**src/sv/tslru_pkg.sv**
```systemverilog
`default_nettype none

package tslru_pkg;

	localparam int SLOTS     = 64;
	localparam int IDX_W     = $clog2(SLOTS);
	localparam int CNT_W     = $clog2(SLOTS + 1);
	localparam int STAMP_W   = 32;
	localparam int ZOOM_W    = 5;
	localparam int FUNC_W    = 3;
	localparam int ST_W      = 2;
	localparam int OUT_W     = 32;
	localparam int CFG_IDX_W = 1;
	localparam int CFG_W     = 7;

	localparam logic [CFG_IDX_W-1:0] CFG_SLOTS_IN_USE = 1'b0;
	localparam logic [CFG_IDX_W-1:0] CFG_MAX_ZOOM     = 1'b1;

	localparam logic [CFG_W-1:0]  SLOTS_RESET    = 7'd64;
	localparam logic [ZOOM_W-1:0] MAX_ZOOM_RESET = 5'd20;

	typedef enum logic [FUNC_W-1:0] {
		FN_BEGIN_FRAME = 3'd0,
		FN_FIND_READY  = 3'd1,
		FN_FIND_ANY    = 3'd2,
		FN_TOUCH       = 3'd3,
		FN_ACQUIRE     = 3'd4,
		FN_COMMIT      = 3'd5,
		FN_RELEASE     = 3'd6,
		FN_RESET       = 3'd7
	} func_t;

	typedef enum logic [ST_W-1:0] {
		ST_FREE    = 2'd0,
		ST_LOADING = 2'd1,
		ST_READY   = 2'd2
	} slot_st_t;

	typedef enum logic [1:0] {
		RS_OK       = 2'd0,
		RS_ARG      = 2'd1,
		RS_FULL     = 2'd2,
		RS_NOTFOUND = 2'd3
	} rs_t;

	typedef enum logic [1:0] {
		S_IDLE,
		S_SCAN,
		S_FINISH
	} state_t;

	// write side of the slot memory and its valid bits
	typedef struct packed {
		logic             we;
		logic             clr_one;
		logic             clr_all;
		logic [IDX_W-1:0] addr;
	} mem_cmd_t;

	// what one scan over the slots in use leaves behind
	typedef struct packed {
		logic [CNT_W-1:0] n_free;
		logic [CNT_W-1:0] n_load;
		logic [CNT_W-1:0] n_ready;
		logic             hit_any;
		logic [IDX_W-1:0] hit_any_idx;
		logic             hit_rdy;
		logic [IDX_W-1:0] hit_rdy_idx;
		logic             free_ok;
		logic [IDX_W-1:0] free_idx;
		logic             old_ok;
		logic [IDX_W-1:0] old_idx;
		slot_st_t         tgt_st;
	} scan_res_t;

endpackage

`default_nettype wire

```
**src/sv/tslru_scan.sv**
```systemverilog
`default_nettype none

module tslru_scan #(
	parameter int KEY_W = 45,
	parameter int ENT_W = 79
) (
	input  wire                         clk,
	input  wire                         arst_n,
	input  wire                         clear,
	input  wire                         en,
	input  wire  [tslru_pkg::IDX_W-1:0] addr,
	input  wire                         ent_vld,
	input  wire  [ENT_W-1:0]            ent,
	input  wire  [KEY_W-1:0]            key_ref,
	input  wire  [tslru_pkg::IDX_W-1:0] tgt_idx,
	output tslru_pkg::scan_res_t        res,
	output logic [KEY_W-1:0]            tgt_key
);

	localparam int SW = tslru_pkg::STAMP_W;
	localparam int CW = tslru_pkg::CNT_W;
	localparam int IW = tslru_pkg::IDX_W;

	tslru_pkg::slot_st_t st;
	logic [KEY_W-1:0]    key;
	logic [SW-1:0]       stamp;
	logic                key_hit;

	logic [CW-1:0]       n_free_q, n_load_q, n_ready_q;
	logic                hit_any_q, hit_rdy_q, free_ok_q, old_ok_q;
	logic [IW-1:0]       hit_any_idx_q, hit_rdy_idx_q, free_idx_q, old_idx_q;
	logic [SW-1:0]       old_stamp_q;
	tslru_pkg::slot_st_t tgt_st_q;
	logic [KEY_W-1:0]    tgt_key_q;

	assign st      = ent_vld ? tslru_pkg::slot_st_t'(ent[ENT_W-1 -: tslru_pkg::ST_W])
	                         : tslru_pkg::ST_FREE;
	assign key     = ent[SW +: KEY_W];
	assign stamp   = ent[SW-1:0];
	assign key_hit = (key == key_ref);

	always_ff @(posedge clk or negedge arst_n) begin
		if (!arst_n) begin
			n_free_q  <= '0;
			n_load_q  <= '0;
			n_ready_q <= '0;
			hit_any_q <= 1'b0;
			hit_rdy_q <= 1'b0;
			free_ok_q <= 1'b0;
			old_ok_q  <= 1'b0;
		end else if (clear) begin
			n_free_q  <= '0;
			n_load_q  <= '0;
			n_ready_q <= '0;
			hit_any_q <= 1'b0;
			hit_rdy_q <= 1'b0;
			free_ok_q <= 1'b0;
			old_ok_q  <= 1'b0;
		end else if (en) begin
			unique case (st)
				tslru_pkg::ST_FREE:    n_free_q  <= n_free_q + CW'(1);
				tslru_pkg::ST_LOADING: n_load_q  <= n_load_q + CW'(1);
				tslru_pkg::ST_READY:   n_ready_q <= n_ready_q + CW'(1);
				default: ;
			endcase
			if (st != tslru_pkg::ST_FREE && key_hit)
				hit_any_q <= 1'b1;
			if (st == tslru_pkg::ST_READY && key_hit)
				hit_rdy_q <= 1'b1;
			if (st == tslru_pkg::ST_FREE)
				free_ok_q <= 1'b1;
			if (st == tslru_pkg::ST_READY)
				old_ok_q <= 1'b1;
		end
	end

	// first match wins; the oldest stamp is replaced only on a strictly smaller one
	always_ff @(posedge clk) begin
		if (en) begin
			if (!hit_any_q && st != tslru_pkg::ST_FREE && key_hit)
				hit_any_idx_q <= addr;
			if (!hit_rdy_q && st == tslru_pkg::ST_READY && key_hit)
				hit_rdy_idx_q <= addr;
			if (!free_ok_q && st == tslru_pkg::ST_FREE)
				free_idx_q <= addr;
			if (st == tslru_pkg::ST_READY && (!old_ok_q || stamp < old_stamp_q)) begin
				old_idx_q   <= addr;
				old_stamp_q <= stamp;
			end
			if (addr == tgt_idx) begin
				tgt_st_q  <= st;
				tgt_key_q <= key;
			end
		end
	end

	always_comb begin
		res.n_free      = n_free_q;
		res.n_load      = n_load_q;
		res.n_ready     = n_ready_q;
		res.hit_any     = hit_any_q;
		res.hit_any_idx = hit_any_idx_q;
		res.hit_rdy     = hit_rdy_q;
		res.hit_rdy_idx = hit_rdy_idx_q;
		res.free_ok     = free_ok_q;
		res.free_idx    = free_idx_q;
		res.old_ok      = old_ok_q;
		res.old_idx     = old_idx_q;
		res.tgt_st      = tgt_st_q;
	end

	assign tgt_key = tgt_key_q;

endmodule

`default_nettype wire

```
**config.mk**
```make
export PLATFORM = sky130hd
export DESIGN_NAME = tslru_scan
export DESIGN_NICKNAME = d
export VERILOG_FILES = /design/src/sv/tslru_pkg.sv /design/src/sv/tslru_scan.sv
export SDC_FILE = /design/constraint.sdc
export NUM_CORES = 1
export LEC_CHECK = 0
export BUFFER_PORTS_ARGS = -buffer_cell sky130_fd_sc_hd__buf_2
export CORE_MARGIN = 5
export CORE_UTILIZATION = 25
export DETAILED_ROUTE_END_ITERATION = 7
export GPL_TIMING_DRIVEN = 1
export PLACE_DENSITY_LB_ADDON = 0.15
export SYNTH_ARGS = -nofsm -noshare
export SYNTH_HDL_FRONTEND = slang
export SYNTH_SLANG_ARGS = --single-unit
```
**constraint.sdc**
```tcl
create_clock -name clk -period 6.3 [get_ports clk]
set_input_delay 1.89 -clock clk [delete_from_list [all_inputs] [get_ports clk]]
set_output_delay 1.89 -clock clk [all_outputs]
set_load 0.01 [all_outputs]
```
==> impl_metrics.csv, run 1 <==
group,metric,value,unit
logic_synthesis,synth-compound-area-share,4.57,%
timing,period_minus_slack,4.16,ns
run_status,status,"finished, final reports clean",
place,hpwl,12100,um
global_route,grt_pass1_wl,23500,um
clocking,post_cts_buffers,0,
setup_path,crit_slowest_cell,"a31o_2",
logic_synthesis,ys_seq_area_share,66.0,%
clocking,cts_buffer_depth,2,
place,port_buffers,236,
floorplanning,boundaryPins,237,
routing,vias,4095,
floorplanning,die_x,160,um
clocking,numClockSinks,128,
setup_path,path_buf_inv,1,
hold_path,holdPathEnd,"free_ok_q",
logic_synthesis,synth_area,5640,sq um
routing,wire_per_inst,16.0,um
routing,via_per_inst,4.30,
setup_path,crit_family,"compound AO/OA/AOI/OAI gates",
setup_path,critPathLaunch,"ent[1]",
logic_synthesis,async_reset_ff_share,19.5,%
place,place_congestion,0.820,
global_route,grt_usage,11.8,%
power_and_ir_drop,peakVddDrop,160,uV
clocking,ctsHoldBuffers,0,
final_layout,fin_nets,830,
clocking,cts.reportedPaths.clkPinSlew,0.06,ns
global_route,antenna_found_initial,1,
floorplanning,start_util,25.1,%
timing,rsz0062_at_grt,"false",
clocking,cts_inserted_buffers,17,
logic_synthesis,yosys.area_share.simple,8.57,%
timing,max_slew_margin,31.4,%
final_layout,drive_gt1_share,40.6,%
floorplanning,die_h,160,um
hold_path,hold_path.startpoint,"free_ok_q",
power_and_ir_drop,power,0.00207,W
setup_path,critPathMaxStageDelay,0.89,ns
routing,antenna_left,0,
logic_synthesis,ys.warnings.count,0,
setup_path,reg2reg_from,"old_stamp_q[1]",
floorplanning,die_area,25600,sq um
timing,fin_setup_tns,0,ns
logic_synthesis,synthXorXnorAreaFrac,10.1,%
timing,slew_viol_final,0,
routing,dr.pass1.iters,4,
hold_path,min_path_type,"flop to flop",
logic_synthesis,synthMuxAreaShare,0,%
power_and_ir_drop,p_leak,3.34,nW
setup_path,cp-end-kind,"flop",
setup_path,reg2reg_to,"old_idx_q[1]",
timing,hold_viol_final,0,
logic_synthesis,ys.flop_type,"edfxtp_1",
logic_synthesis,syn_inst,408,
setup_path,crit_chain,"buf_2, ha_1, a2111oi_0, o21ai_0, o311ai_0, a31o_2",
power_and_ir_drop,pwr_density_cell,268,nW/um^2
timing,worstMarginPinSlew,1.03,ns
setup_path,start_kind,"input port",
setup_path,worstPathArrival,4.18,ns
setup_path,path_class,"input port to flop",
logic_synthesis,synth_fa_ha_area_share,7.55,%
clocking,cts_tree,"done",
flow_run,maxCapViolCount,0,
clocking,clk_latency,0.40,ns
floorplanning,coreArea,22400,sq um
logic_synthesis,ys_seq_elements,128,
setup_path,ff2ff_setup_slack,3.36,ns
global_route,grt_pass1_vias,4314,
setup_path,cp.required,6.32,ns
setup_path,cp_max_fo,38,
clocking,clockRootBuffer,"clkbuf_16",
timing,skew,0.00592,ns
hold_path,min_path_cells,2,
timing,finalSetupViolCount,0,
clocking,cts_resized,0,
logic_synthesis,synth_top_family_by_area,"XOR/XNOR gates",
timing,max_clock_freq,241,MHz
final_layout,syn_to_final_growth,37.1,%
global_route,overflow,0,
logic_synthesis,avgSynthCellArea,13.8,sq um
routing,route.detailed.drc,0,
routing,wl,15200,um
timing,period_share,66.0,%
floorplanning,num_rows,55,
global_route,grt_max_degree,48,
setup_path,r2r.worst_path.cells,6,
logic_synthesis,yosysUniqueCellTypes,35,
clocking,cts.htree.levels,4,
logic_synthesis,synth_nets,583,
routing,drt_iter0_drc,159,
logic_synthesis,synth-edff-count,103,
-- Yosys cell counts (all sizes together), types with 4 or more instances --
master / instances / area [sq um]
nand4: 21 / 138
a21oi: 23 / 115
edfxtp: 103 / 3090
nor4: 5 / 31.3
buf: 6 / 42.5
inv: 34 / 128
dfrtp: 25 / 626
nand3: 11 / 55.1
nor2: 24 / 90.1
xnor2: 52 / 455
ha: 34 / 425
xor2: 13 / 114
o21ai: 11 / 55.1
or3: 4 / 25.0
nand2: 19 / 71.3
-- worst max path at each step --
stage	end	slack (ns)	cells past startpoint
floorplan	tgt_key[0]	1.09	2
global placement	old_idx_q[4]	1.74	6
detailed placement	old_stamp_q[0]	1.63	6
CTS	old_stamp_q[3]	2.08	6
global route	old_idx_q[4]	1.88	6
finish	old_idx_q[1]	2.14	6
-- cells in the final DEF, fill, tap and decap left out, types with 2 or more instances in the layout --
| master | n |
|---|---|
| a211o_1 | 2 |
| nand2_1 | 19 |
| edfxtp_1 | 103 |
| nor2_1 | 24 |
| a21oi_1 | 23 |
| nand3_1 | 11 |
| clkinv_4 | 4 |
| bufinv_16 | 2 |
| nor4_1 | 4 |
| clkinv_2 | 2 |
| buf_2 | 236 |
| ha_1 | 34 |
| and2_1 | 2 |
| nand4_1 | 20 |
| clkbuf_16 | 17 |
| dfrtp_1 | 25 |
| inv_6 | 5 |
| inv_1 | 34 |
| xor2_1 | 13 |
| or3_1 | 4 |
| nand4b_1 | 2 |
| o21ai_0 | 10 |
| nand2b_1 | 2 |
| xnor2_1 | 52 |
-- power breakdown --
group          switching [W]  leakage, nW  internal, W
registers         0.00000575         1.28     0.000933
logic              0.0000863         1.78    0.0000773
clock network       0.000384        0.285     0.000587
total               0.000476         3.34      0.00160
-- registers in the layout (all words and copies together) (netlist names), 2 cells and up --
| register | count |
|---|---|
| free_idx_q | 6 |
| hit_any_idx_q | 6 |
| hit_rdy_idx_q | 6 |
| n_free_q | 7 |
| n_load_q | 7 |
| n_ready_q | 7 |
| old_idx_q | 6 |
| old_stamp_q | 32 |
| tgt_key | 45 |
| tgt_st_q | 2 |
-- area by class of cell --
class                      instances  area, sq um
antenna                            1         2.50
sequential                       128         3720
inverter                          34          128
clock inverter                    14          156
tap                              285          357
multi-input combinational        237         1750
timing repair buffer             237         1190
fill                            2269        14700
clock buffer                      17          425
-- metal layers --
layer	share of wire, %	vias to the layer above	GRT usage (%)
li1	-	1972	-
met1	41	1947	13.6
met2	50	151	19.7
met3	6.4	25	4.41
met4	3.1	0	4.93
met5	0	-	0
-- through the flow --
| stage | cell area [sq um] | worst slack (ns) | utilization (%) | std cells | hold slack, ns |
|---|---|---|---|---|---|
| final | 7730 | 2.14 | 34.4 | 953 | 0.529 |
| after global routing | 7730 | 1.88 | 34.4 | 953 | 0.566 |
| after CTS | 7720 | 2.08 | 34.4 | 952 | 0.532 |
| after detailed placement | 7140 | 1.63 | 31.8 | 921 | 0.516 |
| after global placement | 7140 | 1.74 | 31.8 | 921 | 0.513 |
| after floorplan | 5640 | 1.09 | - | 408 | 0.486 |
-- worst reg2reg max path, stage by stage (launching register included) --
cell       delay [ns]
edfxtp_1         0.38
inv_1            0.07
ha_1             0.22
a2111oi_0        0.42
o21ai_0          0.21
o311ai_0         0.37
a31o_2           0.89
-- kinds of logic after synthesis --
kind of cell,after synthesis
buffers and inverters,43
AO/OA/AOI/OAI,44
XOR/XNOR,65
flip-flops,128
adder cells (fa/ha/maj),34
AND/OR/NAND/NOR,94
(Power assumes the default switching activity.)
==> run 2: changes to the inputs <==
clock period = 3.7 ns   (was 6.3 ns; I/O delays follow)
==> impl_metrics.csv, run 2 (synthesized netlist as in run 1, its figures left out) <==
group,metric,value,unit
power_and_ir_drop,peakVddDrop,237,uV
power_and_ir_drop,p_leak,3.40,nW
timing,max_slew_margin,58.8,%
final_layout,syn_to_final_growth,39.4,%
hold_path,min_path_cells,2,
setup_path,reg2reg_to,"old_stamp_q[29]",
timing,max_clock_freq,354,MHz
global_route,grt_pass1_wl,24100,um
power_and_ir_drop,power,0.00371,W
floorplanning,coreArea,22400,sq um
routing,wl,15600,um
setup_path,crit_family,"compound AO/OA/AOI/OAI gates",
routing,route.detailed.drc,0,
timing,period_minus_slack,2.82,ns
floorplanning,start_util,25.1,%
final_layout,drive_gt1_share,40.8,%
floorplanning,die_h,160,um
hold_path,min_path_type,"flop to flop",
timing,finalSetupViolCount,0,
clocking,cts_buffer_depth,2,
routing,highest_layer,"met4",
flow_run,maxCapViolCount,0,
setup_path,cp.depth,7,
setup_path,path_buf_inv,2,
power_and_ir_drop,switching_share,21.3,%
routing,dr.pass1.iters,4,
timing,period_share,76.3,%
place,port_buffers,236,
setup_path,start_kind,"input port",
global_route,grt_usage,12.1,%
timing,skew,0.0113,ns
timing,hold_viol_final,0,
setup_path,crit_chain,"buf_2, ha_1, a2111oi_0, o21ai_0, o311ai_0, a31o_2, buf_12",
power_and_ir_drop,pwr_density_cell,472,nW/um^2
setup_path,cp.required,3.80,ns
routing,wire_per_inst,16.2,um
floorplanning,num_rows,55,
routing,drt-met1-wl,6530,um
timing,slew_viol_final,0,
timing,fin_setup_tns,0,ns
global_route,grt_pass1_vias,4336,
power_and_ir_drop,combPwrFrac,7.8,%
timing,worstMarginPinSlew,0.618,ns
clocking,cts.htree.levels,4,
final_layout,final_cell_mix,"236 x buf_2, 103 x edfxtp_1, 52 x xnor2_1",
setup_path,path_class,"input port to flop",
place,place_congestion,0.827,
routing,dr_wl_met2,7860,um
final_layout,fin_nets,836,
power_and_ir_drop,p_int,0.00292,W
routing,drt_iter0_drc,116,
clocking,cts_resized,0,
routing,via_per_inst,4.22,
place,hpwl,12300,um
setup_path,worstPathArrival,2.92,ns
routing,antenna_left,0,
clocking,numClockSinks,128,
run_status,status,"finished, final reports clean",
power_and_ir_drop,p_sw,0.000791,W
clocking,clockRootBuffer,"clkbuf_16",
setup_path,critPathLaunch,"ent[1]",
floorplanning,boundaryPins,237,
routing,vias,4050,
hold_path,hold_path.startpoint,"hit_any_q",
clocking,post_cts_buffers,0,
setup_path,cp_max_fo,24,
clocking,ctsHoldBuffers,0,
timing,rsz0062_at_grt,"false",
setup_path,cp-end-kind,"flop",
final_layout,post-route-util,35.0,%
clocking,clk_latency,0.41,ns
global_route,grt_max_degree,48,
clocking,cts_inserted_buffers,17,
final_layout,largest_reg_flops,45,
setup_path,reg2reg_from,"old_stamp_q[1]",
global_route,overflow,0,
floorplanning,die_area,25600,sq um
power_and_ir_drop,power_frac_seq,43.1,%
setup_path,cp-endpoint,"old_stamp_q[29]",
final_layout,layout_commonest_cell,"buf_2",
power_and_ir_drop,p_clk_share,49.2,%
routing,met3_length,964,um
setup_path,critPathMaxStageDelay,0.38,ns
setup_path,r2r.worst_path.cells,7,
setup_path,ff2ff_setup_slack,1.35,ns
floorplanning,die_x,160,um
clocking,cts_tree,"done",
setup_path,crit_slowest_cell,"a2111oi_0",
clocking,cts.reportedPaths.clkPinSlew,0.06,ns
global_route,antenna_found_initial,1,
[run 2: area by class of cell]
| class | count | area [sq um] |
|---|---|---|
| multi-input cells | 237 | 1750 |
| flip-flops and latches | 128 | 3720 |
| clock inverters | 14 | 214 |
| clock buffers | 18 | 429 |
| inverters | 34 | 128 |
| repair buffers | 243 | 1260 |
| fillers | 2274 | 14600 |
| well taps | 285 | 357 |
| diodes | 1 | 2.50 |
[run 2: worst min-delay path by stage]
stage,endpoint,slack (ns)
2_1_floorplan,free_ok_q,0.49
3_3_place_gp,free_ok_q,0.51
3_5_place_dp,hit_any_q,0.53
4_1_cts,hit_any_q,0.54
5_1_grt,hit_any_q,0.57
6_report,hit_any_q,0.53
[run 2: power by group through the flow]
| stage | sequential (W) | clock [W] | combinational [W] |
|---|---|---|---|
| after floorplan | 0.00163 | 0 | 0.000123 |
| after global placement | 0.00163 | 0 | 0.000287 |
| after detailed placement | 0.00163 | 0 | 0.000294 |
| after CTS | 0.00160 | 0.00188 | 0.000295 |
| after global routing | 0.00160 | 0.00195 | 0.000323 |
| final | 0.00160 | 0.00182 | 0.000289 |
[run 2: per-stage QoR]
stage / worst slack, ns / area, sq um / hold slack [ns] / instances
finish: 0.878 / 7860 / 0.533 / 960
global route: 0.614 / 7860 / 0.569 / 960
CTS: 0.864 / 7860 / 0.537 / 959
detailed placement: 0.434 / 7210 / 0.528 / 927
global placement: 0.414 / 7210 / 0.507 / 927
floorplan: 0.354 / 5650 / 0.486 / 408
[run 2: metal layers]
layer / up-vias / track usage (%)
met1: 1927 / 14.4
met4: 0 / 3.79
met3: 12 / 4.70
met2: 131 / 20.4
met5: - / 0
li1: 1980 / -
[run 2: worst reg2reg max path: cells and delay by family, from the launching register on]
family | cells | cell delay, ns
compound gates | 4 | 1.23
flops | 1 | 0.35
buf+inv | 2 | 0.26
fa+ha+maj | 1 | 0.21
==> run 3: changes to the inputs <==
clock period = 2.4 ns   (was 3.7 ns; I/O delays follow)
==> impl_metrics.csv, run 3 (synthesized netlist as in run 1, its figures left out) <==
group,metric,value,unit
routing,dr.pass1.iters,4,
clocking,cts.reportedPaths.clkPinSlew,0.06,ns
setup_path,cp_max_fo,12,
clocking,clk_latency,0.41,ns
routing,wire_per_inst,16.9,um
run_status,status,"finished, final reports clean",
place,hpwl,12900,um
setup_path,start_kind,"input port",
routing,wl,16500,um
floorplanning,die_h,160,um
clocking,clockRootBuffer,"clkbuf_16",
hold_path,min_path_type,"input port to async pin",
timing,worstMarginPinSlew,0.582,ns
floorplanning,die_x,160,um
timing,max_clock_freq,443,MHz
setup_path,critPathLaunch,"ent[11]",
final_layout,fin_nets,858,
timing,finalSetupViolCount,0,
setup_path,worstPathArrival,2.38,ns
global_route,grt_pass1_vias,4514,
routing,route.detailed.drc,0,
timing,fin_setup_tns,0,ns
clocking,cts_buffer_depth,2,
clocking,cts.htree.levels,4,
power_and_ir_drop,peakVddDrop,355,uV
timing,slew_viol_final,0,
place,dp.cells,942,
final_layout,syn_to_final_growth,44.9,%
timing,holdWs,0.309,ns
final_layout,largest_reg_flops,45,
final_layout,diodes,0,
setup_path,cp.required,2.52,ns
routing,vias,4136,
timing,skew,0.00587,ns
floorplanning,coreArea,22400,sq um
timing,period_minus_slack,2.26,ns
clocking,cts_inserted_buffers,17,
routing,antenna_left,0,
setup_path,reg2reg_from,"old_stamp_q[1]",
final_layout,final_cell_mix,"236 x buf_2, 103 x edfxtp_1, 52 x xnor2_1",
power_and_ir_drop,p_leak,3.54,nW
power_and_ir_drop,power,0.00585,W
flow_run,maxCapViolCount,0,
floorplanning,num_rows,55,
global_route,overflow,0,
global_route,grt_usage,12.9,%
floorplanning,die_area,25600,sq um
timing,period_share,94.1,%
setup_path,cp-end-kind,"flop",
final_layout,stdcell_count,981,
clocking,numClockSinks,128,
timing,max_slew_margin,61.2,%
place,place_congestion,0.798,
place,placed_area,7390,sq um
global_route,grt_max_degree,48,
final_layout,drive_gt1_share,44.0,%
clocking,cts_tree,"done",
routing,via_per_inst,4.22,
final_layout,design_area,8170,sq um
place,port_buffers,236,
global_route,grt_pass1_wl,25600,um
clocking,ctsHoldBuffers,0,
setup_path,path_class,"input port to flop",
timing,hold_viol_final,0,
power_and_ir_drop,pwr_density_cell,716,nW/um^2
global_route,antenna_found_initial,0,
floorplanning,boundaryPins,237,
floorplanning,start_util,25.1,%
routing,drt_iter0_drc,153,
final_layout,layout_commonest_cell,"buf_2",
[run 3: worst paths after layout]
| kind | endpoint | slack (ns) | depth (start not counted) |
|---|---|---|---|
| min in group clk | old_stamp_q[7] | 0.50 | 1 |
| max reg2reg | old_stamp_q[8] | 0.14 | 7 |
| min reg2reg | hit_any_q | 0.53 | 2 |
| min | n_free_q[4] | 0.31 | 1 |
| max in group asynchronous | n_load_q[5] | 1.70 | 1 |
| max | old_stamp_q[8] | 0.14 | 8 |
[run 3: metal layers]
layer	vias up	GRT usage, %	routed length [um]
met4	0	3.09	159
met5	-	0	0
li1	2033	-	-
met3	8	3.77	746
met2	92	23.0	8730
met1	2003	15.5	6910
[run 3: report_power, final]
part | leakage (nW) | switching (W) | internal, W
Sequential | 1.28 | 0.0000147 | 0.00245
Combinational | 1.95 | 0.000242 | 0.000240
Clock | 0.311 | 0.00104 | 0.00186
Total | 3.54 | 0.00130 | 0.00455
[run 3: layout make-up]
class                           instances  area [sq um]
Clock buffer                           17           425
Clock inverter                         15           234
Fill cell                            2223         14300
Inverter                               34           128
Multi-Input combinational cell        238          1850
Sequential cell                       128          3720
Tap cell                              285           357
Timing Repair Buffer                  264          1450
[run 3: stage by stage]
step / util [%] / setup slack (ns)
2_1_floorplan: - / -0.547
3_3_place_gp: 32.9 / -0.439
3_5_place_dp: 32.9 / -0.476
4_1_cts: 36.0 / 0.0615
5_1_grt: 36.4 / -0.0150
6_report: 36.4 / 0.140
[run 3: timing repair]
| item | CTS | global route |
|---|---|---|
| setup buffers | 0 | 6 |
| endpoints found under the setup margin | 38 | 38 |
| resized for setup | 1 | 1 |
| pin swaps | 0 | 3 |
| gates cloned | 1 | 0 |
[run 3: worst max-delay path, stage by stage]
cell	delay, ns
buf_2	0.11
ha_1	0.32
a21oi_1	0.16
o21a_1	0.13
o21ai_1	0.08
o311ai_1	0.44
a31o_4	0.26
buf_12	0.15
